**src/rtl/core/cpd_pkg.sv**
```systemverilog
`timescale 1ns / 1ps

package cpd_pkg;

  // default values for the top level parameters
  localparam int DEF_SAMPLE_BITS       = 16;
  localparam int DEF_MAX_CHANNELS      = 8;
  localparam int DEF_MAX_WINDOW_FRAMES = 19200;

  // fixed accumulator and field widths
  localparam int WE_W    = 48;  // window energy
  localparam int TE_W    = 64;  // cumulative energy
  localparam int TS_W    = 40;  // cumulative sample count
  localparam int FRAME_W = 32;  // frame positions
  localparam int XF_W    = 33;  // signed crossfade frame
  localparam int DIGIT_W = 8;   // multiplier digit per step
  localparam int Q_SHIFT = 16;  // fraction bits of the ratio

  // configuration register widths
  localparam int CH_CFG_W   = 4;
  localparam int WIN_CFG_W  = 15;
  localparam int RATIO_W    = 16;
  localparam int SEEK_W     = 32;
  localparam int CFG_DATA_W = 32;
  localparam int CFG_IDX_W  = 2;

  // configuration reset values
  localparam logic [CH_CFG_W-1:0]  CH_RST    = 4'd2;
  localparam logic [WIN_CFG_W-1:0] WIN_RST   = 15'd4800;
  localparam logic [RATIO_W-1:0]   RATIO_RST = 16'd5898;
  localparam logic [SEEK_W-1:0]    SEEK_RST  = 32'd0;

  typedef enum logic [CFG_IDX_W-1:0] {
    CFG_CHANNEL_COUNT = 2'd0,
    CFG_WINDOW_FRAMES = 2'd1,
    CFG_RATIO_SQUARED = 2'd2,
    CFG_SEEK_OFFSET   = 2'd3
  } cfg_idx_t;

  // multiplier operand selection
  localparam logic MUL_SEL_L = 1'b0;  // window energy times sample count
  localparam logic MUL_SEL_R = 1'b1;  // ratio count product times total energy

  typedef enum logic [3:0] {
    ST_IDLE,
    ST_SQUARE,
    ST_ACCUM,
    ST_CHECK,
    ST_NW,
    ST_MUL_L,
    ST_MUL_R,
    ST_CMP,
    ST_EMIT
  } cpd_state_t;

  typedef struct packed {
    logic in_ready;
    logic square;
    logic accum;
    logic calc_nw;
    logic ld_k;
    logic mul_start;
    logic mul_sel;
    logic lat_l;
    logic cmp;
    logic emit;
  } cpd_cmd_t;

  typedef struct packed {
    logic in_valid;
    logic close_due;
    logic last;
    logic mul_done;
    logic out_free;
  } cpd_status_t;

endpackage

```
**src/rtl/core/cpd_in_if.sv**
```systemverilog
`timescale 1ns / 1ps

interface cpd_in_if #(
  parameter int SAMPLE_BITS = cpd_pkg::DEF_SAMPLE_BITS
);
  logic                          valid;
  logic                          ready;
  logic signed [SAMPLE_BITS-1:0] sample;
  logic                          last_sample;

  modport source (output valid, output sample, output last_sample, input ready);
  modport sink   (input valid, input sample, input last_sample, output ready);
endinterface

```
**src/rtl/core/cpd_out_if.sv**
```systemverilog
`timescale 1ns / 1ps

interface cpd_out_if;
  logic                             valid;
  logic                             ready;
  logic signed [cpd_pkg::XF_W-1:0]  crossfade_frame;
  logic [cpd_pkg::FRAME_W-1:0]      track_frames;

  modport source (output valid, output crossfade_frame, output track_frames, input ready);
  modport sink   (input valid, input crossfade_frame, input track_frames, output ready);
endinterface

```
**src/rtl/core/cpd_mul.sv**
```systemverilog
`timescale 1ns / 1ps

module cpd_mul #(
  parameter int A_W = cpd_pkg::TE_W,
  parameter int B_W = cpd_pkg::TS_W
) (
  input  logic                 clk,
  input  logic                 rst_n,
  input  logic                 start,
  input  logic [A_W-1:0]       a,
  input  logic [B_W-1:0]       b,
  output logic [A_W+cpd_pkg::DIGIT_W*((B_W+cpd_pkg::DIGIT_W-1)/cpd_pkg::DIGIT_W)-1:0] acc,
  output logic                 done
);
  localparam int DW     = cpd_pkg::DIGIT_W;
  localparam int DIGITS = (B_W + DW - 1) / DW;
  localparam int BP_W   = DIGITS * DW;
  localparam int ACC_W  = A_W + BP_W;
  localparam int CNT_W  = $clog2(DIGITS + 1);
  localparam int P_W    = A_W + DW;

  logic [A_W-1:0]   a_r;
  logic [BP_W-1:0]  b_r;
  logic [ACC_W-1:0] acc_r;
  logic [CNT_W-1:0] cnt_r;
  logic [P_W-1:0]   prod;

  // one digit of b per step, most significant first
  assign prod = P_W'(a_r) * P_W'(b_r[BP_W-1 -: DW]);

  // step counter
  always_ff @(posedge clk) begin
    if (!rst_n) begin
      cnt_r <= '0;
    end else if (start) begin
      cnt_r <= CNT_W'(DIGITS);
    end else if (cnt_r != '0) begin
      cnt_r <= cnt_r - CNT_W'(1);
    end
  end

  // operands and shift-add accumulator
  always_ff @(posedge clk) begin
    if (start) begin
      a_r   <= a;
      b_r   <= BP_W'(b);
      acc_r <= '0;
    end else if (cnt_r != '0) begin
      b_r   <= b_r << DW;
      acc_r <= (acc_r << DW) + ACC_W'(prod);
    end
  end

  assign acc  = acc_r;
  assign done = (cnt_r == '0);
endmodule

```
**src/rtl/core/cpd_ctrl.sv**
```systemverilog
`timescale 1ns / 1ps

module cpd_ctrl (
  input  logic                 clk,
  input  logic                 rst_n,
  input  cpd_pkg::cpd_status_t status,
  output cpd_pkg::cpd_cmd_t    cmd
);
  cpd_pkg::cpd_state_t state_r, state_nxt;

  // state register
  always_ff @(posedge clk) begin
    if (!rst_n) begin
      state_r <= cpd_pkg::ST_IDLE;
    end else begin
      state_r <= state_nxt;
    end
  end

  // next state and commands
  always_comb begin
    state_nxt   = state_r;
    cmd         = '0;
    cmd.mul_sel = cpd_pkg::MUL_SEL_L;
    unique case (state_r)
      cpd_pkg::ST_IDLE: begin
        // no beat is taken while reset is held
        cmd.in_ready = rst_n;
        if (status.in_valid) begin
          state_nxt = cpd_pkg::ST_SQUARE;
        end
      end
      cpd_pkg::ST_SQUARE: begin
        cmd.square = 1'b1;
        state_nxt  = cpd_pkg::ST_ACCUM;
      end
      cpd_pkg::ST_ACCUM: begin
        cmd.accum = 1'b1;
        state_nxt = cpd_pkg::ST_CHECK;
      end
      cpd_pkg::ST_CHECK: begin
        if (status.close_due) begin
          state_nxt = cpd_pkg::ST_NW;
        end else begin
          state_nxt = cpd_pkg::ST_IDLE;
        end
      end
      cpd_pkg::ST_NW: begin
        cmd.calc_nw   = 1'b1;
        cmd.mul_start = 1'b1;
        cmd.mul_sel   = cpd_pkg::MUL_SEL_L;
        state_nxt     = cpd_pkg::ST_MUL_L;
      end
      cpd_pkg::ST_MUL_L: begin
        cmd.ld_k = 1'b1;
        if (status.mul_done) begin
          cmd.lat_l     = 1'b1;
          cmd.mul_start = 1'b1;
          cmd.mul_sel   = cpd_pkg::MUL_SEL_R;
          state_nxt     = cpd_pkg::ST_MUL_R;
        end
      end
      cpd_pkg::ST_MUL_R: begin
        if (status.mul_done) begin
          state_nxt = cpd_pkg::ST_CMP;
        end
      end
      cpd_pkg::ST_CMP: begin
        cmd.cmp = 1'b1;
        if (status.last) begin
          state_nxt = cpd_pkg::ST_EMIT;
        end else begin
          state_nxt = cpd_pkg::ST_IDLE;
        end
      end
      cpd_pkg::ST_EMIT: begin
        if (status.out_free) begin
          cmd.emit  = 1'b1;
          state_nxt = cpd_pkg::ST_IDLE;
        end
      end
      default: begin
        state_nxt = cpd_pkg::ST_IDLE;
      end
    endcase
  end
endmodule

```
**src/rtl/core/cpd_datapath.sv**
```systemverilog
`timescale 1ns / 1ps

module cpd_datapath #(
  parameter int SAMPLE_BITS       = cpd_pkg::DEF_SAMPLE_BITS,
  parameter int MAX_CHANNELS      = cpd_pkg::DEF_MAX_CHANNELS,
  parameter int MAX_WINDOW_FRAMES = cpd_pkg::DEF_MAX_WINDOW_FRAMES
) (
  input  logic                              clk,
  input  logic                              rst_n,
  input  logic                              cfg_we,
  input  logic [cpd_pkg::CFG_IDX_W-1:0]     cfg_index,
  input  logic [cpd_pkg::CFG_DATA_W-1:0]    cfg_data,
  cpd_in_if.sink                            in_ch,
  cpd_out_if.source                         out_ch,
  input  cpd_pkg::cpd_cmd_t                 cmd,
  output cpd_pkg::cpd_status_t              status
);
  localparam int SB      = SAMPLE_BITS;
  localparam int SQ_W    = 2 * SB;
  localparam int WE_W    = cpd_pkg::WE_W;
  localparam int TE_W    = cpd_pkg::TE_W;
  localparam int TS_W    = cpd_pkg::TS_W;
  localparam int FRAME_W = cpd_pkg::FRAME_W;
  localparam int XF_W    = cpd_pkg::XF_W;
  localparam int CH_W    = $clog2(MAX_CHANNELS + 1);
  localparam int CP_W    = (MAX_CHANNELS > 1) ? $clog2(MAX_CHANNELS) : 1;
  localparam int CC_W    = CH_W + CP_W;
  localparam int FIW_W   = $clog2(MAX_WINDOW_FRAMES + 1);
  localparam int NW_W    = FIW_W + CH_W;
  localparam int K_W     = cpd_pkg::RATIO_W + NW_W;
  localparam int MB_W    = (K_W > TS_W) ? K_W : TS_W;
  localparam int DW      = cpd_pkg::DIGIT_W;
  localparam int ACC_W   = TE_W + DW * ((MB_W + DW - 1) / DW);
  localparam int L_W     = WE_W + TS_W;
  localparam int QS      = cpd_pkg::Q_SHIFT;

  // configuration registers
  logic [cpd_pkg::CH_CFG_W-1:0]  ch_cfg_r;
  logic [cpd_pkg::WIN_CFG_W-1:0] win_cfg_r;
  logic [cpd_pkg::RATIO_W-1:0]   ratio_r;
  logic [cpd_pkg::SEEK_W-1:0]    seek_r;

  // track state
  logic [WE_W-1:0]    we_r;
  logic [TE_W-1:0]    te_r;
  logic [TS_W-1:0]    ts_r;
  logic [FIW_W-1:0]   fiw_r;
  logic [CP_W-1:0]    cp_r;
  logic [FRAME_W-1:0] fd_r;
  logic [FRAME_W-1:0] best_r;

  // per beat and window close working registers
  logic [SB-1:0]      sample_r;
  logic               last_r;
  logic               close_due_r;
  logic [SQ_W-1:0]    sq_r;
  logic [NW_W-1:0]    nw_r;
  logic [FRAME_W-1:0] pos_r;
  logic [K_W-1:0]     k_r;
  logic [L_W-1:0]     l_r;

  // result register
  logic               out_valid_r;
  logic [XF_W-1:0]    xf_r;
  logic [FRAME_W-1:0] track_r;

  logic               in_acc;
  logic               out_free;
  logic [CH_W-1:0]    ch_eff;
  logic [FIW_W-1:0]   win_eff;
  logic [SB-1:0]      mag;
  logic [WE_W:0]      we_sum;
  logic [TE_W:0]      te_sum;
  logic [CC_W-1:0]    cp_inc;
  logic               wrap;
  logic [FIW_W-1:0]   fiw_inc;
  logic [FRAME_W:0]   pos_sum;
  logic [TE_W-1:0]    mul_a;
  logic [MB_W-1:0]    mul_b;
  logic [ACC_W-1:0]   mul_acc;
  logic               mul_done;
  logic [ACC_W-1:0]   lhs;
  logic               record;

  assign in_acc   = in_ch.valid && cmd.in_ready;
  assign out_free = !out_valid_r || out_ch.ready;

  // effective channel count and window length
  always_comb begin
    priority if (ch_cfg_r == '0) begin
      ch_eff = CH_W'(1);
    end else if (ch_cfg_r > MAX_CHANNELS) begin
      ch_eff = CH_W'(MAX_CHANNELS);
    end else begin
      ch_eff = CH_W'(ch_cfg_r);
    end
  end

  always_comb begin
    priority if (win_cfg_r == '0) begin
      win_eff = FIW_W'(1);
    end else if (win_cfg_r > MAX_WINDOW_FRAMES) begin
      win_eff = FIW_W'(MAX_WINDOW_FRAMES);
    end else begin
      win_eff = FIW_W'(win_cfg_r);
    end
  end

  // configuration writes
  always_ff @(posedge clk) begin
    if (!rst_n) begin
      ch_cfg_r  <= cpd_pkg::CH_RST;
      win_cfg_r <= cpd_pkg::WIN_RST;
      ratio_r   <= cpd_pkg::RATIO_RST;
      seek_r    <= cpd_pkg::SEEK_RST;
    end else if (cfg_we) begin
      unique case (cpd_pkg::cfg_idx_t'(cfg_index))
        cpd_pkg::CFG_CHANNEL_COUNT: ch_cfg_r  <= cfg_data[cpd_pkg::CH_CFG_W-1:0];
        cpd_pkg::CFG_WINDOW_FRAMES: win_cfg_r <= cfg_data[cpd_pkg::WIN_CFG_W-1:0];
        cpd_pkg::CFG_RATIO_SQUARED: ratio_r   <= cfg_data[cpd_pkg::RATIO_W-1:0];
        cpd_pkg::CFG_SEEK_OFFSET:   seek_r    <= cfg_data[cpd_pkg::SEEK_W-1:0];
        default: ;
      endcase
    end
  end

  // sample magnitude; the most negative code maps onto itself as unsigned
  assign mag = sample_r[SB-1] ? (SB'(~sample_r) + SB'(1)) : sample_r;

  // saturating sums and frame step
  assign we_sum  = {1'b0, we_r} + (WE_W + 1)'(sq_r);
  assign te_sum  = {1'b0, te_r} + (TE_W + 1)'(sq_r);
  assign cp_inc  = CC_W'(cp_r) + CC_W'(1);
  assign wrap    = cp_inc >= CC_W'(ch_eff);
  assign fiw_inc = fiw_r + FIW_W'(1);
  assign pos_sum = {1'b0, fd_r} + (FRAME_W + 1)'(fiw_r) + (FRAME_W + 1)'(cp_r != '0);

  // input beat capture and square
  always_ff @(posedge clk) begin
    if (in_acc) begin
      sample_r <= in_ch.sample;
    end
    if (cmd.square) begin
      sq_r <= SQ_W'(mag) * SQ_W'(mag);
    end
  end

  // close and last flags
  always_ff @(posedge clk) begin
    if (!rst_n) begin
      last_r      <= 1'b0;
      close_due_r <= 1'b0;
    end else begin
      if (in_acc) begin
        last_r <= in_ch.last_sample;
      end
      if (cmd.accum) begin
        close_due_r <= last_r || (wrap && (fiw_inc >= win_eff));
      end
    end
  end

  // window close arithmetic
  always_ff @(posedge clk) begin
    if (cmd.calc_nw) begin
      nw_r  <= NW_W'(fiw_r) * NW_W'(ch_eff) + NW_W'(cp_r);
      pos_r <= pos_sum[FRAME_W] ? '1 : pos_sum[FRAME_W-1:0];
    end
    if (cmd.ld_k) begin
      k_r <= K_W'(ratio_r) * K_W'(nw_r);
    end
    if (cmd.lat_l) begin
      l_r <= mul_acc[L_W-1:0];
    end
  end

  // shared shift-add multiplier
  assign mul_a = (cmd.mul_sel == cpd_pkg::MUL_SEL_R) ? te_r : TE_W'(we_r);
  assign mul_b = (cmd.mul_sel == cpd_pkg::MUL_SEL_R) ? MB_W'(k_r) : MB_W'(ts_r);

  cpd_mul #(
    .A_W (TE_W),
    .B_W (MB_W)
  ) u_mul (
    .clk   (clk),
    .rst_n (rst_n),
    .start (cmd.mul_start),
    .a     (mul_a),
    .b     (mul_b),
    .acc   (mul_acc),
    .done  (mul_done)
  );

  // mean square compare without square roots
  assign lhs    = ACC_W'({l_r, QS'(0)});
  assign record = (te_r != '0) && (ts_r != '0) && (lhs > mul_acc);

  // track state update
  always_ff @(posedge clk) begin
    if (!rst_n || cmd.emit) begin
      we_r   <= '0;
      te_r   <= '0;
      ts_r   <= '0;
      fiw_r  <= '0;
      cp_r   <= '0;
      fd_r   <= '0;
      best_r <= '0;
    end else if (cmd.accum) begin
      we_r <= we_sum[WE_W] ? '1 : we_sum[WE_W-1:0];
      te_r <= te_sum[TE_W] ? '1 : te_sum[TE_W-1:0];
      if (ts_r != '1) begin
        ts_r <= ts_r + TS_W'(1);
      end
      if (wrap) begin
        cp_r  <= '0;
        fiw_r <= fiw_inc;
      end else begin
        cp_r <= CP_W'(cp_inc);
      end
    end else if (cmd.cmp) begin
      fd_r  <= pos_r;
      if (record) begin
        best_r <= pos_r;
      end
      we_r  <= '0;
      fiw_r <= '0;
      cp_r  <= '0;
    end
  end

  // result register
  always_ff @(posedge clk) begin
    if (!rst_n) begin
      out_valid_r <= 1'b0;
    end else if (cmd.emit) begin
      out_valid_r <= 1'b1;
    end else if (out_ch.ready) begin
      out_valid_r <= 1'b0;
    end
  end

  always_ff @(posedge clk) begin
    if (cmd.emit) begin
      xf_r    <= XF_W'({1'b0, best_r}) - XF_W'({1'b0, seek_r});
      track_r <= fd_r;
    end
  end

  assign in_ch.ready            = cmd.in_ready;
  assign out_ch.valid           = out_valid_r;
  assign out_ch.crossfade_frame = xf_r;
  assign out_ch.track_frames    = track_r;

  assign status.in_valid  = in_ch.valid;
  assign status.close_due = close_due_r;
  assign status.last      = last_r;
  assign status.mul_done  = mul_done;
  assign status.out_free  = out_free;
endmodule

```
**src/rtl/core/crossfade_point_detector.sv**
```systemverilog
`timescale 1ns / 1ps

// Crossfade point detector: squares each interleaved sample beat of a track into a
// window energy and a cumulative energy, and at every window end (and at a final
// partial window) records the frame position when the window mean square exceeds
// ratio_squared (Q0.16) times the cumulative mean square. The beat flagged
// last_sample closes the track and yields one result beat, the recorded frame minus
// seek_offset_frames and the track length in frames, then all track state clears.
// One beat is processed at a time: a beat that closes no window passes from
// acceptance to the next ready through capture, square, accumulate and check. A
// window close adds two products on the shared 64x8 shift-add multiplier, which
// takes one 8-bit digit of its second operand per step, and then a compare.
// The closing beat of a track adds an emit step that waits for the result
// register to drain. No clearing pass follows reset.
module crossfade_point_detector #(
  parameter int SAMPLE_BITS       = cpd_pkg::DEF_SAMPLE_BITS,
  parameter int MAX_CHANNELS      = cpd_pkg::DEF_MAX_CHANNELS,
  parameter int MAX_WINDOW_FRAMES = cpd_pkg::DEF_MAX_WINDOW_FRAMES
) (
  input  logic                           clk,
  input  logic                           rst_n,
  input  logic                           cfg_we,
  input  logic [cpd_pkg::CFG_IDX_W-1:0]  cfg_index,
  input  logic [cpd_pkg::CFG_DATA_W-1:0] cfg_data,
  cpd_in_if.sink                         in_ch,
  cpd_out_if.source                      out_ch
);
  cpd_pkg::cpd_cmd_t    cmd;
  cpd_pkg::cpd_status_t status;

  // sequencer
  cpd_ctrl u_ctrl (
    .clk    (clk),
    .rst_n  (rst_n),
    .status (status),
    .cmd    (cmd)
  );

  // accumulators, compare and result register
  cpd_datapath #(
    .SAMPLE_BITS       (SAMPLE_BITS),
    .MAX_CHANNELS      (MAX_CHANNELS),
    .MAX_WINDOW_FRAMES (MAX_WINDOW_FRAMES)
  ) u_datapath (
    .clk       (clk),
    .rst_n     (rst_n),
    .cfg_we    (cfg_we),
    .cfg_index (cfg_index),
    .cfg_data  (cfg_data),
    .in_ch     (in_ch),
    .out_ch    (out_ch),
    .cmd       (cmd),
    .status    (status)
  );
endmodule
```
**src/flat_wrapper.sv**
```systemverilog
// flat-port wrapper written by rule: the top's interface ports become plain ports
module crossfade_point_detector_flat 
#(
  parameter int SAMPLE_BITS       = cpd_pkg::DEF_SAMPLE_BITS,
  parameter int MAX_CHANNELS      = cpd_pkg::DEF_MAX_CHANNELS,
  parameter int MAX_WINDOW_FRAMES = cpd_pkg::DEF_MAX_WINDOW_FRAMES
)
  (clk, rst_n, cfg_we, cfg_index, cfg_data, in_ch_valid, in_ch_sample, in_ch_last_sample, in_ch_ready, out_ch_valid, out_ch_crossfade_frame, out_ch_track_frames, out_ch_ready);
  cpd_in_if #(.SAMPLE_BITS(SAMPLE_BITS)) in_ch_i ();
  cpd_out_if out_ch_i ();
  input  logic clk;
  input  logic rst_n;
  input  logic cfg_we;
  input  logic [cpd_pkg::CFG_IDX_W-1:0] cfg_index;
  input  logic [cpd_pkg::CFG_DATA_W-1:0] cfg_data;
  input wire logic [$bits(in_ch_i.valid)-1:0] in_ch_valid;
  input wire logic [$bits(in_ch_i.sample)-1:0] in_ch_sample;
  input wire logic [$bits(in_ch_i.last_sample)-1:0] in_ch_last_sample;
  output wire logic [$bits(in_ch_i.ready)-1:0] in_ch_ready;
  output wire logic [$bits(out_ch_i.valid)-1:0] out_ch_valid;
  output wire logic [$bits(out_ch_i.crossfade_frame)-1:0] out_ch_crossfade_frame;
  output wire logic [$bits(out_ch_i.track_frames)-1:0] out_ch_track_frames;
  input wire logic [$bits(out_ch_i.ready)-1:0] out_ch_ready;
  assign in_ch_i.valid = in_ch_valid;
  assign in_ch_i.sample = in_ch_sample;
  assign in_ch_i.last_sample = in_ch_last_sample;
  assign in_ch_ready = in_ch_i.ready;
  assign out_ch_valid = out_ch_i.valid;
  assign out_ch_crossfade_frame = out_ch_i.crossfade_frame;
  assign out_ch_track_frames = out_ch_i.track_frames;
  assign out_ch_i.ready = out_ch_ready;
  crossfade_point_detector #(.SAMPLE_BITS(SAMPLE_BITS), .MAX_CHANNELS(MAX_CHANNELS), .MAX_WINDOW_FRAMES(MAX_WINDOW_FRAMES)) u_core (.clk(clk), .rst_n(rst_n), .cfg_we(cfg_we), .cfg_index(cfg_index), .cfg_data(cfg_data), .in_ch(in_ch_i), .out_ch(out_ch_i));
endmodule
```
**config.mk**
```make
export PLATFORM = sky130hd
export DESIGN_NAME = crossfade_point_detector_flat
export DESIGN_NICKNAME = d
export VERILOG_FILES = /design/src/rtl/core/cpd_pkg.sv /design/src/rtl/core/cpd_in_if.sv /design/src/rtl/core/cpd_out_if.sv /design/src/rtl/core/cpd_mul.sv /design/src/rtl/core/cpd_ctrl.sv /design/src/rtl/core/cpd_datapath.sv /design/src/rtl/core/crossfade_point_detector.sv /design/src/flat_wrapper.sv
export SDC_FILE = /design/constraint.sdc
export NUM_CORES = 2
export LEC_CHECK = 0
export ABC_CLOCK_PERIOD_IN_PS = 18000
export BUFFER_PORTS_ARGS = -buffer_cell sky130_fd_sc_hd__buf_2
export CORE_MARGIN = 5
export CORE_UTILIZATION = 35
export CTS_BUF_LIST = sky130_fd_sc_hd__clkbuf_2 sky130_fd_sc_hd__clkbuf_4 sky130_fd_sc_hd__clkbuf_8
export DETAILED_ROUTE_END_ITERATION = 8
export PLACE_DENSITY_LB_ADDON = 0.1
export SYNTH_ARGS = -nofsm -noshare
export SYNTH_HDL_FRONTEND = slang
export SYNTH_SLANG_ARGS = --single-unit
```
**constraint.sdc**
```tcl
create_clock -name clk -period 18 [get_ports clk]
set_input_delay 1.8 -clock clk [delete_from_list [all_inputs] [get_ports clk]]
set_output_delay 1.8 -clock clk [all_outputs]
set_load 0.01 [all_outputs]
```
==> results.md <==
- The final number of hold-violating endpoints came to 0.
- The wire length per cell after detailed routing is 20.4 µm.
- The peak-usage layer in the global routing report is met2.
- The final global-route overflow total is 0.
- The placed instances occupy a cell area of 0.0773 mm².
- The via total after detailed routing is 55300.
- The share of flip-flops with an asynchronous set or reset after synthesis is 0%.
- The routed via count divided by cell count is 5.06.
- The worst clock skew is 0.0664 ns.
- The maximum number of pins on one net before global-route repair is 85.
- The region available for standard cell placement spans 0.210 mm².
- The worst path uses 52.2% of the clock period.
- The family with the most delay on the worst path is adder cells.
- The detailed placement HPWL is 173 mm.
- The count of pins on the block boundary is 123.
- Cells with a size suffix above 1 make up 6.70% of the layout.
- The final design area excluding fillers is 0.0808 mm².
- Global routing used 28.3% of the available met1 tracks.
- The element type at the critical path start is a flop.
- In this run the tightest slew margin relative to its limit is 26.3%.
- The data required time of the worst path is 18.62 ns.
- The number of flops mapped to enable cells by yosys is 390.
- The Yosys step of the flow raised 0 warnings.
- Clock-pin slew was measured on the worst setup and hold paths at 0.06 ns.
- Sequential elements use 27.2% of the synthesized area.
- Across the run, the number of max-cap violations was 0.
- In this run the worst path has a maximum fanout of 9.
- The die boundary width is 469 µm.
- The floorplan step defined a die boundary enclosing 0.220 mm².
- Clock latency on the worst-skew pair, taken at its later pin, is 0.91 ns.
- The largest total area in the synthesized netlist belongs to fa_1.
- For the finished layout, the period the worst path requires is 9.39 ns.
- The first global-routing pass estimated 347 mm of wire.
- Based on the critical path, the design can be clocked at up to 0.106 GHz.
- By area the synthesized netlist is led by fa_1 24%, edfxtp_1 16%, dfxtp_1 11%, ha_1 9.6%, nand2_1 6.5%.
- The clock root buffer is clkbuf_8.
- For the worst setup path, the data arrival time is 10.01 ns.
- The final core utilization is 38.6%.
- The net count reported at finish is 9470.
- The number of global-route vias before repair is 57600.
- In the post-synthesis netlist, the cell with the most instances is nand2_1.
- Setup violations remaining at the end of the flow were counted as 0.
- The CTS tree is yes.
- The sum of routed wire length over all layers is 223 mm.
- The die extent in y is 469 µm.
- The worst setup path is captured at a flop.
- The row count is 168.
- The quantity of I/O buffers inserted on ports is 122.
- The clock net in this run drives a total of 805 sinks.
- The initial antenna violation count was 11.
- The number of H-tree branching levels is 4.
- Routability-driven placement finished with a final weighted congestion of 0.890.
- The met3 track demand over resource is 2.60%.
- The number of search-and-repair iterations in the first detailed-routing pass is 5.
- The count of hold buffers inserted by post-cts repair is 0.
- Global routing used 20.3% of the available tracks across all layers.
- The number of filler cells placed in the layout is 21200.
- The combined buffer and inverter count along the critical path is 6.
- The number of cells produced by synthesis is 7929.
- The summed instance area of the synthesized netlist is 0.0737 mm².
- The share of synthesized area in the top cell type comes to 23.6%.
- The number of pins exceeding their max-slew limit in the final report came to 0.
- The initial core utilization is 35.2%.
- The startpoint-to-endpoint class of the critical path is flop to flop.
- The residual antenna-violating net count after detailed routing is 0.
- The prevailing post-synth register cell is dfxtp_1.
- The clock passes through at most 3 buffers.
- Global routing consumed, on the met2 layer, 33.4% of the routing resources.
- Yosys mapped the design onto 86 distinct sky130hd cell types.
- The slowest stage cell on the critical path is clkinv_1.
- Synthesis inferred 805 register bits.
- Setup repair after global routing left no endpoint under its margin.
- The relative area change from synthesis to final layout is 9.68%.
- The actual transition at the worst max-transition pin is 1.09 ns.
- In the routed design, unresolved DRC markers number 0.
- The mean instance size in the synthesized netlist is 9.29 µm².
- Buffers inserted during clock tree synthesis total 158.
- The commonest cells after synthesis are 1281 x nand2_1, 1010 x inv_1, 867 x fa_1.
- The min-delay analysis places its worst path in the category flop to flop.
- In this run, the number of DRC markers left after iteration 0 of detailed routing was 3236.
- The cell occurring most often along the worst timing path is fa_1.
- Summed over all failing endpoints, the final setup total negative slack is 0 ns.
- The number of gates given a new drive strength after cts is 0.
- The flow ran to the end, and the final reports show no timing, DRC or antenna violations.
- In this design, the stage delay of the slowest critical-path cell is 0.60 ns.
- Once the clock tree was built, the setup fixing pass inserted 0 buffers.
-- cells by family (layout without fill, tap and decap cells) --
logic type,count (synthesis),after routing,synth area share (%)
and+or+nand+nor,2608,2608,16.4
xor gates and xnor gates,332,332,3.95
other,2,14,0.0102
muxes,73,73,0.995
adders and majority gates,1433,1433,33.2
DFF,805,805,27.2
buffers and inverters,1342,1518,6.86
AOI/OAI and AO/OA,1334,1334,11.5
-- registers in the layout, indices dropped and copies added, names as in the netlist, 3 cells and up --
register	count
u_core.u_datapath.ts_r	40
u_core.u_datapath.fiw_r	15
u_core.u_datapath.sq_r	31
u_core.u_datapath.best_r	32
u_core.u_ctrl.state_r	4
u_core.u_datapath.u_mul.b_r	40
u_core.u_datapath.win_cfg_r	15
u_core.u_datapath.pos_r	32
u_core.u_datapath.k_r	35
u_core.u_datapath.u_mul.cnt_r	3
u_core.u_datapath.out_ch.track_frames	32
u_core.u_datapath.cp_r	3
u_core.u_datapath.seek_r	32
u_core.u_datapath.fd_r	32
u_core.u_datapath.we_r	48
u_core.u_datapath.ratio_r	16
u_core.u_datapath.u_mul.a_r	64
u_core.u_datapath.nw_r	19
u_core.u_datapath.l_r	88
u_core.u_datapath.te_r	64
u_core.u_datapath.sample_r	16
u_core.u_datapath.out_ch.crossfade_frame	33
u_core.u_datapath.u_mul.acc	104
u_core.u_datapath.ch_cfg_r	4
-- cells in the final DEF, fill, tap and decap left out, drive strengths merged, types with 52 or more instances in the layout --
master / n
a211oi: 61
fa: 867
and2: 400
xor2: 129
a31oi: 73
ha: 566
inv: 1020
dfxtp: 415
nand4: 76
nor3: 86
xnor2: 203
buf: 204
nand3: 122
edfxtp: 390
nand2: 1281
and3: 53
clkbuf: 243
a21oi: 419
nor4: 52
a21boi: 62
mux2i: 71
o21ai: 259
nor2: 362
a21o: 164
-- area by class of cell --
cell class / count / area, µm² / share of cell area [%]
Clock buffer: 243 / 2930 / 3.63
Multi-Input combinational cell: 5791 / 48700 / 60.3
Tap cell: 2805 / 3510 / 4.34
Sequential cell: 805 / 20000 / 24.8
Timing Repair Buffer: 204 / 1230 / 1.52
Clock inverter: 50 / 556 / 0.687
Antenna cell: 3 / 7.51 / 0.00929
Inverter: 1021 / 3840 / 4.76
-- metrics by stage --
stage	worst slack, ns	cells	hold slack, ns
after floorplan	9.76	7938	0.408
after CTS	8.57	10900	0.419
final	8.61	10900	0.418
after global routing	7.92	10900	0.450
after detailed placement	8.64	10600	0.418
after global placement	8.75	10600	0.417
-- worst paths after layout --
check | slack [ns] | depth (start not counted) | from | to
worst min register to register | 0.42 | 0 | u_core.u_datapath.u_mul.acc[62] | u_core.u_datapath.l_r[62]
worst max-delay path | 8.61 | 29 | u_core.u_datapath.sample_r[5] | u_core.u_datapath.sq_r[30]
worst max register to register | 8.61 | 29 | u_core.u_datapath.sample_r[5] | u_core.u_datapath.sq_r[30]
worst min-delay path | 0.42 | 0 | u_core.u_datapath.u_mul.acc[62] | u_core.u_datapath.l_r[62]
-- per-layer routing --
metal  up-vias  wire (µm)
met1     27600     104000
met2      1065     104000
met3       297       8680
met4        10       5580
li1      26300          -
met5         -         50
Power is left out: the tool's default activity adds up to more than one toggle a clock period on the data nets, which glitch-free logic cannot reach.
